===== config.mk =====
export PLATFORM = sky130hd
export DESIGN_NAME = sfe_ctrl
export DESIGN_NICKNAME = d
export VERILOG_FILES = /design/src/hdl/sfe_pkg.sv /design/src/hdl/sfe_ctrl.sv
export SDC_FILE = /design/constraint.sdc
export NUM_CORES = 1
export LEC_CHECK = 0
export ABC_AREA = 1
export BUFFER_PORTS_ARGS = -buffer_cell sky130_fd_sc_hd__clkbuf_2
export CAP_MARGIN = 20
export CORE_UTILIZATION = 54
export DETAILED_ROUTE_END_ITERATION = 8
export HOLD_SLACK_MARGIN = 0.06
export MAX_ROUTING_LAYER = met4
export PLACE_DENSITY = 0.85
export SLEW_MARGIN = 20
export SYNTH_ARGS = -nofsm -noshare
export SYNTH_HDL_FRONTEND = slang
export SYNTH_SLANG_ARGS = --single-unit

===== constraint.sdc =====
create_clock -name i_clk -period 2.3 [get_ports i_clk]
set_input_delay 0.115 -clock i_clk [delete_from_list [all_inputs] [get_ports i_clk]]
set_output_delay 0.115 -clock i_clk [all_outputs]
set_load 0.01 [all_outputs]

===== src/hdl/sfe_pkg.sv =====
// Shared constants and types for the stereo feedforward echo core.
package sfe_pkg;

    localparam int FRAMES_DEF      = 131072;
    localparam int SAMPLE_BITS_DEF = 16;

    localparam int GAIN_W     = 16;
    localparam int DELAY_W    = 17;
    localparam int GAIN_SHIFT = 15;
    localparam int CFG_AW     = 3;
    localparam int CFG_DW     = 32;

    localparam logic [GAIN_W-1:0]  GAIN_ONE    = 16'd32768;
    localparam logic [GAIN_W-1:0]  GAIN_RESET  = 16'd22938;
    localparam logic [DELAY_W-1:0] DELAY_RESET = 17'd0;

    // Register index, taken from paddr[2]
    localparam logic REG_GAIN  = 1'b0;
    localparam logic REG_DELAY = 1'b1;

    typedef struct packed {
        logic [GAIN_W-1:0] gain;
        logic              pass;
        logic              hist_ok;
    } t_mix_ctl;

endpackage


===== src/hdl/sfe_ctrl.sv =====
// Configuration registers, ring pointer, fill count and history address generation.
module sfe_ctrl #(
    parameter int FRAMES = sfe_pkg::FRAMES_DEF
) (
    input  logic                       i_clk,
    input  logic                       i_rst_n,
    input  logic                       psel,
    input  logic                       penable,
    input  logic                       pwrite,
    input  logic [sfe_pkg::CFG_AW-1:0] paddr,
    input  logic [sfe_pkg::CFG_DW-1:0] pwdata,
    output logic [sfe_pkg::CFG_DW-1:0] prdata,
    output logic                       pready,
    input  logic                       i_accept,
    output logic [$clog2(FRAMES)-1:0]  o_wr_addr,
    output logic [$clog2(FRAMES)-1:0]  o_rd_addr,
    output sfe_pkg::t_mix_ctl          o_ctl
);
    import sfe_pkg::*;

    localparam int AW = $clog2(FRAMES);
    localparam logic [AW:0] FILL_MAX = (AW+1)'(FRAMES);

    logic [GAIN_W-1:0]  r_gain;
    logic [DELAY_W-1:0] r_delay;
    logic [AW-1:0]      r_wr_ptr;
    logic [AW:0]        r_fill;
    logic [AW:0]        n_fill;
    logic [AW-1:0]      dmod;
    logic [AW:0]        lag;
    logic               cfg_wr;

    assign pready = 1'b1;
    assign cfg_wr = psel && penable && pwrite && pready;

    always_ff @(posedge i_clk) begin
        if (!i_rst_n) begin
            r_gain  <= GAIN_RESET;
            r_delay <= DELAY_RESET;
        end else if (cfg_wr) begin
            unique case (paddr[2])
                REG_GAIN:  r_gain  <= pwdata[GAIN_W-1:0];
                REG_DELAY: r_delay <= pwdata[DELAY_W-1:0];
                default:   r_gain  <= r_gain;
            endcase
        end
    end

    always_comb begin
        unique case (paddr[2])
            REG_GAIN:  prdata = CFG_DW'(r_gain);
            REG_DELAY: prdata = CFG_DW'(r_delay);
            default:   prdata = '0;
        endcase
    end

    assign n_fill = (r_fill == FILL_MAX) ? r_fill : r_fill + 1'b1;

    always_ff @(posedge i_clk) begin
        if (!i_rst_n) begin
            r_wr_ptr <= '0;
            r_fill   <= '0;
        end else if (i_accept) begin
            r_wr_ptr <= r_wr_ptr + 1'b1;
            r_fill   <= n_fill;
        end
    end

    // Delay wraps modulo the ring; a wrapped zero means a full ring back
    assign dmod = AW'(r_delay);
    assign lag  = (dmod == '0) ? FILL_MAX : {1'b0, dmod};

    assign o_wr_addr     = r_wr_ptr;
    assign o_rd_addr     = r_wr_ptr - dmod;
    assign o_ctl.gain    = (r_gain > GAIN_ONE) ? GAIN_ONE : r_gain;
    assign o_ctl.pass    = (r_delay == '0);
    assign o_ctl.hist_ok = (lag <= r_fill);

    a_fill_bounded: assert property (@(posedge i_clk) disable iff (!i_rst_n)
        r_fill <= FILL_MAX)
        else $error("fill count beyond ring size");

    a_ptr_advance: assert property (@(posedge i_clk) disable iff (!i_rst_n)
        i_accept |=> r_wr_ptr == AW'($past(r_wr_ptr) + 1'b1))
        else $error("write pointer did not advance on accept");

endmodule


# Yosys cells after proc, flatten, opt, wreduce, memory -nomap -nowiden
# Index checks and enable logic that the tools add are counted.
[op_classes]
add_sub_neg = 3
n_mul = 0
div = 0
n_lt_le_gt_ge = 2
n_eq_ne = 1
shifts = 0
n_mux = 3
n_bitwise = 2
n_reduce_logical = 6
[op_table]
columns = ["operator", "count"]
rows = [
  ["$pmux 32 s2", 1],
  ["$add 18x1->18 const B", 1],
  ["$eq 18x18->1 const B", 1],
  ["$le 18x18->1", 1],
  ["$mux 18", 1],
  ["$add 17x1->17 const B", 1],
  ["$logic_not 17->1", 1],
  ["$sub 17x17->17", 1],
  ["$gt 16x16->1 const B", 1],
  ["$mux 16", 1],
  ["$reduce_and 2->1", 3],
  ["$logic_and 1x1->1", 2],
  ["$not 1->1", 2],
]
[totals]
reg_bits = 68
latch_bits = 0
mem_bits_rw = 0
romBits = 0
in_bits = 41
elab_cells = 21
n_memories = 0

# Logic depth before layout (Yosys ltp)
# Gate-level depths: netlist of run 1.
[depth]
word_depth = 3
depth_mapped = 12
depth_no_buf = 12

# Worst setup path before layout of run 1
# Ideal clock, no wire load.
[synth_timing]
path_type = "register to output"
from = "register r_wr_ptr[0], in the netlist o_wr_addr[0]"
to = "output o_rd_addr[14]"
arrival_ns = 1.851
required_time_ns = 2.185
path_slack_ns = 0.334
stages_incl_launch_ff = 11
n_path_buf = 0
path_cell_list = "dfxtp_1 inv_1 ha_1 fa_1 o21ai_0 nand3_1 nand2_1 nand2_1 nand2_1 nand2_1 nand2_1"
[synth_between]
elab_chain_len = 1
[synth_rtl]
columns = ["element", "line_no", "source"]
rows = [
  ["start, declared", "sfe_ctrl.sv:26", "logic [AW-1:0] r_wr_ptr;"],
  ["start signal, assigned", "sfe_ctrl.sv:64", "r_wr_ptr <= r_wr_ptr + 1'b1;"],
  ["$sub 17x17->17", "sfe_ctrl.sv:74", "assign o_rd_addr = r_wr_ptr - dmod;"],
  ["end, declared", "sfe_ctrl.sv:16", "output logic [$clog2(FRAMES)-1:0] o_rd_addr,"],
]
# Every way passes these cells.

==> qor.yml, run 1 <==
min_path:
  min_from: "pwdata[9]"
  min_to: "r_gain[9]$_SDFFE_PN0P_"
  holdPathStages: 3
  worst_hold_path_type: "input pin to register"
critical_path:
  cp_common_cell: "nand2_1"
  slowest_delay_ps: 370
  critPathTopFamily: "simple AND/OR/NAND/NOR gates"
  required_ps: 2180
  crit_fanout: 4
  cp.buffers_inverters: 2
  cp.arrival_ps: 2270
  startpoint_type: "register"
  critical_path.slowest_cell: "dfxtp_4"
  r2r_setup_slack_ps: 520
  r2r-start: "r_fill[1]$_SDFFE_PN0P_"
  end_kind: "primary output"
  criticalPathCategory: "register to primary output"
  crit_chain: "nor4_4, nand4_1, nor2_2, ha_1, nand2_1, inv_2, o21ai_0, nand2_1, nor2_1, nand3_2, nand2_2, buf_6"
  worstRegToRegCells: 9
  crit-reg2reg-capture: "r_fill[0]$_SDFFE_PN0P_"
power:
  p_switching_mw: 0.9638
  power_frac_seq_pct: 42.9
  p_per_area_nw_per_um2: 496.9
  switching_share_pct: 33.50
  combPwrFrac_pct: 25.2
  p_leak_nw: 2.794
  p_int_mw: 1.913
  peakVddDrop_mv: 0.3302
  clock_power_share_pct: 32.0
timing:
  tightest_slew_ps: 640.0
  layout_min_cycle_time_ps: 2381
  setup_viol: 1
  finClkSkew_ps: 10.90
  fmax_mhz: 419.9
  finalCritPeriodShare_pct: 103.5
  rsz0062_at_grt: "true"
  slew_violations: 0
  hold_violations: 0
  slew_headroom_pct: 57.34
  setup_ws_ps: -81.40
grt:
  grt_max_degree: 46
  grt_pass1_vias: 4457
  overflow: 0
  grt_usage_pct: 28.01
  antenna_found_initial: 0
  grt_pass1_wl_um: 20890
yosys:
  synth_area_per_cell_um2: 6.384
  syn_area_um2: 4877
  syn_inst: 764
  ys_ff_latch: 68
  ys_types: 37
  yosysWarnings: 0
  seq_area_frac_synth_pct: 27.91
clocking:
  cts_buffers: 9
  cts_tree: "done"
  cts.sinks: 68
  cts_buffer_depth: 2
  clockRootBuffer: "clkbuf_8"
  htree_levels: 3
  insertion_delay_ps: 360
  clk_transition_reported_paths_ps: 80
detailed_routing:
  wl_met2_um: 6562
  drc: 0
  initialDrtViolationCount: 310
  wirelength_um: 13290
  drt_first_pass_iters: 5
  wl_per_cell_um: 13.83
  routed_via_density: 5.330
  highest_layer: "met4"
  wl_met3_um: 756
  num_vias: 5122
  wl_met1_um: 5639
  route.antenna.remaining_nets: 0
finish:
  n_antenna_cell: 0
  syn2layout_area_growth_pct: 18.70
  drive_above_1_share_pct: 21.10
  nets: 927
  final_util_pct: 66.38
place:
  gp_congestion: 0.9761
  numPortBuffers: 92
  pre_cts_ws_ps: 230.8
  dp_hpwl_um: 9622
floorplan:
  core_um2: 8721
  die-area_um2: 9416
  ios: 126
  fp-row-count: 34
  die_y_um: 97.04
  start_util_pct: 55.93
  die_w_um: 97.04
status:
  violations: "setup timing"
  run_status: "complete, but fails checks"
flow_run:
  drv_cap: 0
## layer usage
metal	track usage, %	vias to the layer above
met5	-	-
met3	4.335	24
met1	34.65	2337
met4	10.22	0
met2	46.15	169
li1	-	2592
## cells in the final DEF (no fill, tap or decap), drive strengths merged
cell / instances
buf: 14
nand4: 13
xor2: 15
o21a: 2
o21bai: 2
a21oi: 77
inv: 100
ha: 37
o21ai: 70
dfxtp: 68
nand2: 172
clkinvlp: 3
clkinv: 2
clkbuf: 102
nor2: 95
dlygate4sd3: 10
xnor2: 1
and2: 1
nor3: 5
nor4: 8
nand3: 35
a21o: 1
and3: 1
fa: 1
conb: 16
nand3b: 1
a31oi: 1
## flip-flops by register name, summed over array words and instances (netlist names)
register and cells:
dmod 17, o_wr_addr 17, r_fill 18, r_gain 16
## layout make-up
| type | count | area [um^2] |
|---|---|---|
| Clock buffer | 11 | 141.4 |
| Clock inverter | 5 | 36.28 |
| Fill cell | 765 | 2932 |
| Inverter | 100 | 375.4 |
| Multi-Input combinational cell | 554 | 3048 |
| Sequential cell | 68 | 1389 |
| Tap cell | 108 | 135.1 |
| Timing Repair Buffer | 115 | 664.4 |
## per-stage QoR
| stage | setup TNS, ps | hold slack [ps] | instances | area, um^2 | total power [mW] |
|---|---|---|---|---|---|
| after floorplan | 0 | 241.4 | 778 | 4930 | 1.699 |
| after global placement | 0 | 348.8 | 930 | 5283 | 1.891 |
| after detailed placement | 0 | 349.6 | 930 | 5283 | 1.898 |
| after CTS | -37.52 | 66.83 | 956 | 5593 | 2.825 |
| after global routing | -380.2 | 85.45 | 961 | 5789 | 3.019 |
| final | -81.40 | 73.32 | 961 | 5789 | 2.877 |
## power by group through the flow
stage	clock network (mW)	logic [mW]	registers, mW
3_3_place_gp	0	0.635	1.26
5_1_grt	0.982	0.801	1.24
2_1_floorplan	0	0.448	1.25
3_5_place_dp	0	0.642	1.26
6_report	0.920	0.724	1.23
4_1_cts	0.928	0.667	1.23
## synthesized netlist by cell type
library cell,n,area share (%)
nor2_2,4,0.51
o21ai_0,69,7.1
inv_1,96,7.4
inv_2,3,0.23
fa_1,1,0.41
and2_1,1,0.13
xor2_1,15,2.7
nand3_2,2,0.41
conb_1,2,0.15
nor2_1,89,6.8
nand2_2,2,0.26
clkinv_1,1,0.077
o21ai_1,1,0.10
and3_1,1,0.13
nand2_1,169,13
clkbuf_1,29,2.2
buf_8,1,0.31
a21o_1,1,0.15
nand3_1,33,3.4
a21oi_2,7,1.3
buf_6,1,0.23
buf_4,18,2.8
nor2_4,2,0.46
o21bai_1,2,0.31
nand4_1,13,1.7
a21oi_1,70,7.2
nand2_4,1,0.23
nor4_1,8,1.0
xnor2_1,1,0.18
o21a_1,2,0.31
buf_1,2,0.15
nor3_1,5,0.51
a31oi_1,1,0.13
dfxtp_1,68,28
buf_2,5,0.51
nand3b_1,1,0.15
ha_1,37,9.5
## cell families (layout without fill, tap and decap cells)
kind of cell,count (synthesis),after routing,share of synthesized area (%)
compound gates,153,153,16.52
xor+xnor,16,16,2.873
fa+ha+maj,38,38,9.902
buf+inv,156,231,13.90
flops,68,68,27.91
other cells,2,16,0.1540
simple gates,331,331,28.73
## how the worst max path moves through the flow
stage                                   start       endpoint  slack [ps]  cells past startpoint
finish                  dmod[12]$_SDFFE_PN0P_       o_ctl[0]         -80                     12
global placement    o_wr_addr[0]$_SDFFE_PN0P_  o_rd_addr[14]         250                     11
CTS                      dmod[1]$_SDFFE_PN0P_       o_ctl[0]         -40                     12
detailed placement  o_wr_addr[0]$_SDFFE_PN0P_  o_rd_addr[14]         230                     11
floorplan           o_wr_addr[0]$_SDFFE_PN0P_  o_rd_addr[14]         330                     10
global route             dmod[4]$_SDFFE_PN0P_       o_ctl[0]        -240                     12
## tightest hold or removal path, cell delays in order
cell and delay (ps):
clkbuf_2 100, o21ai_0 80, a21oi_1 100
## what timing repair did
item / CTS / global route
resized for setup: 11 / 40
setup buffers: 0 / 5
endpoints found under the setup margin: 13 / 12
pin swaps: 3 / 14
hold buffers: 10 / 0
endpoints found under the hold margin: 11 / 0
(Power assumes the default switching activity.)
==> run 2, diff against run 1 <==
- PLACE_DENSITY: 0.85 -> unset
- PLACE_DENSITY_LB_ADDON: unset -> 0.12
==> qor.yml, run 2 (synthesis gave the netlist of run 1 again) <==
floorplan:
  fp-row-count: 34
  ios: 126
  core_um2: 8721
  die-area_um2: 9416
  start_util_pct: 55.93
  die_w_um: 97.04
  die_y_um: 97.04
min_path:
  worst_hold_path_type: "input pin to register"
clocking:
  cts_buffer_depth: 2
  cts_tree: "done"
  insertion_delay_ps: 360
  cts.sinks: 68
  clockRootBuffer: "clkbuf_8"
  cts_buffers: 9
  clk_transition_reported_paths_ps: 90
  htree_levels: 3
critical_path:
  cp.arrival_ps: 2190
  critPathCapture: "o_ctl[0]"
  end_kind: "primary output"
  crit-reg2reg-capture: "r_fill[1]$_SDFFE_PN0P_"
  criticalPathCategory: "register to primary output"
  startpoint: "dmod[9]$_SDFFE_PN0P_"
  required_ps: 2180
  r2r_setup_slack_ps: 670
  worstRegToRegCells: 9
  startpoint_type: "register"
  crit_fanout: 4
  r2r-start: "r_fill[0]$_SDFFE_PN0P_"
detailed_routing:
  routed_via_density: 5.483
  wirelength_um: 14390
  drt_first_pass_iters: 5
  wl_per_cell_um: 14.92
  initialDrtViolationCount: 248
  num_vias: 5291
  route.antenna.remaining_nets: 0
  drc: 0
place:
  gp_congestion: 0.9598
  placed_cell_area_um2: 5275
  place_inst: 929
  dp_hpwl_um: 10470
  numPortBuffers: 92
  pre_cts_ws_ps: 176.9
timing:
  rsz0062_at_grt: "true"
  fmax_mhz: 434.1
  layout_min_cycle_time_ps: 2304
  tightest_slew_ps: 840.0
  whs_ps: 66.35
  setup_ws_ps: -3.599
  finClkSkew_ps: 16.69
  finalCritPeriodShare_pct: 100.2
  hold_violations: 0
  setup_viol: 1
  slew_headroom_pct: 43.94
  slew_violations: 0
grt:
  overflow: 0
  grt_pass1_wl_um: 22410
  grtUsageMet3_pct: 4.769
  grt_usage_pct: 30.33
  grt_pass1_vias: 4811
  grt_max_degree: 34
  top_usage_layer: "met2"
  use_met1_pct: 36.84
  use_met2_pct: 50.38
  antenna_found_initial: 0
finish:
  syn2layout_area_growth_pct: 20.57
  layout_commonest_cell: "nand2_1"
  n_antenna_cell: 0
  final_area_um2: 5881
  final_util_pct: 67.43
  drive_above_1_share_pct: 22.64
  regMostFlops: "r_fill"
  layout_common_cells: "163 x nand2_1, 95 x inv_1, 92 x clkbuf_2"
  final_cell_count_no_fill: 965
  nets: 931
  largest_register_ffs: 18
status:
  run_status: "complete, but fails checks"
  violations: "setup timing"
power:
  p_leak_nw: 2.833
  peakVddDrop_mv: 0.3210
  p_per_area_nw_per_um2: 512.4
flow_run:
  drv_cap: 0
run 2: report_power, final:
group / internal (mW) / switching, mW
clock: 0.507 / 0.530
combinational: 0.299 / 0.447
sequential: 1.20 / 0.0298
total: 2.01 / 1.01
run 2: what timing repair did:
action	CTS	global route
pin swaps	14	11
hold buffers	11	0
resized for setup	21	43
endpoints found under the hold margin	13	0
setup buffers	6	3
setup endpoints to repair	13	16
run 2: how the worst min path moves through the flow:
| stage | cells past startpoint | slack (ps) | start | to |
|---|---|---|---|---|
| after detailed placement | 3 | 360 | pwdata[11] | r_gain[11]$_SDFFE_PN1P_ |
| after global placement | 3 | 350 | pwdata[11] | r_gain[11]$_SDFFE_PN1P_ |
| after CTS | 3 | 60 | pwdata[0] | r_gain[0]$_SDFFE_PN0P_ |
| after floorplan | 2 | 240 | pwdata[11] | r_gain[11]$_SDFFE_PN1P_ |
| final | 3 | 70 | pwdata[5] | r_gain[5]$_SDFFE_PN0P_ |
| after global routing | 3 | 100 | pwdata[9] | r_gain[9]$_SDFFE_PN0P_ |
run 2: worst max-delay path, stage by stage (launching register included):
cell and delay (ps):
dfxtp_2 360, nor4_4 260, nand4_1 140, nor2_2 140, ha_1 260, nand2_1 80, inv_2 40, o21ai_1 80
nand2_1 70, nor2_1 90, nand3_1 70, nand2_1 90, clkbuf_2 130
run 2: stage by stage:
| step | power (mW) | setup TNS (ps) |
|---|---|---|
| floorplan | 1.699 | 0 |
| finish | 3.013 | -3.599 |
| CTS | 2.963 | -29.58 |
| global route | 3.138 | -356.7 |
| detailed placement | 1.906 | 0 |
| global placement | 1.890 | 0 |
run 2: cell type report:
class	count	area (um^2)
inverter	100	375.4
timing repair buffer	119	690.7
clock inverter	7	73.82
clock buffer	9	123.9
sequential	68	1398
fill	801	2840
tap	108	135.1
multi-input combinational	554	3084
run 2: layer usage:
layer / wire (um) / vias to the layer above
li1: - / 2599
met1: 6081 / 2465
met2: 7166 / 184
met3: 758 / 43
met4: 387 / 0
met5: 0 / -
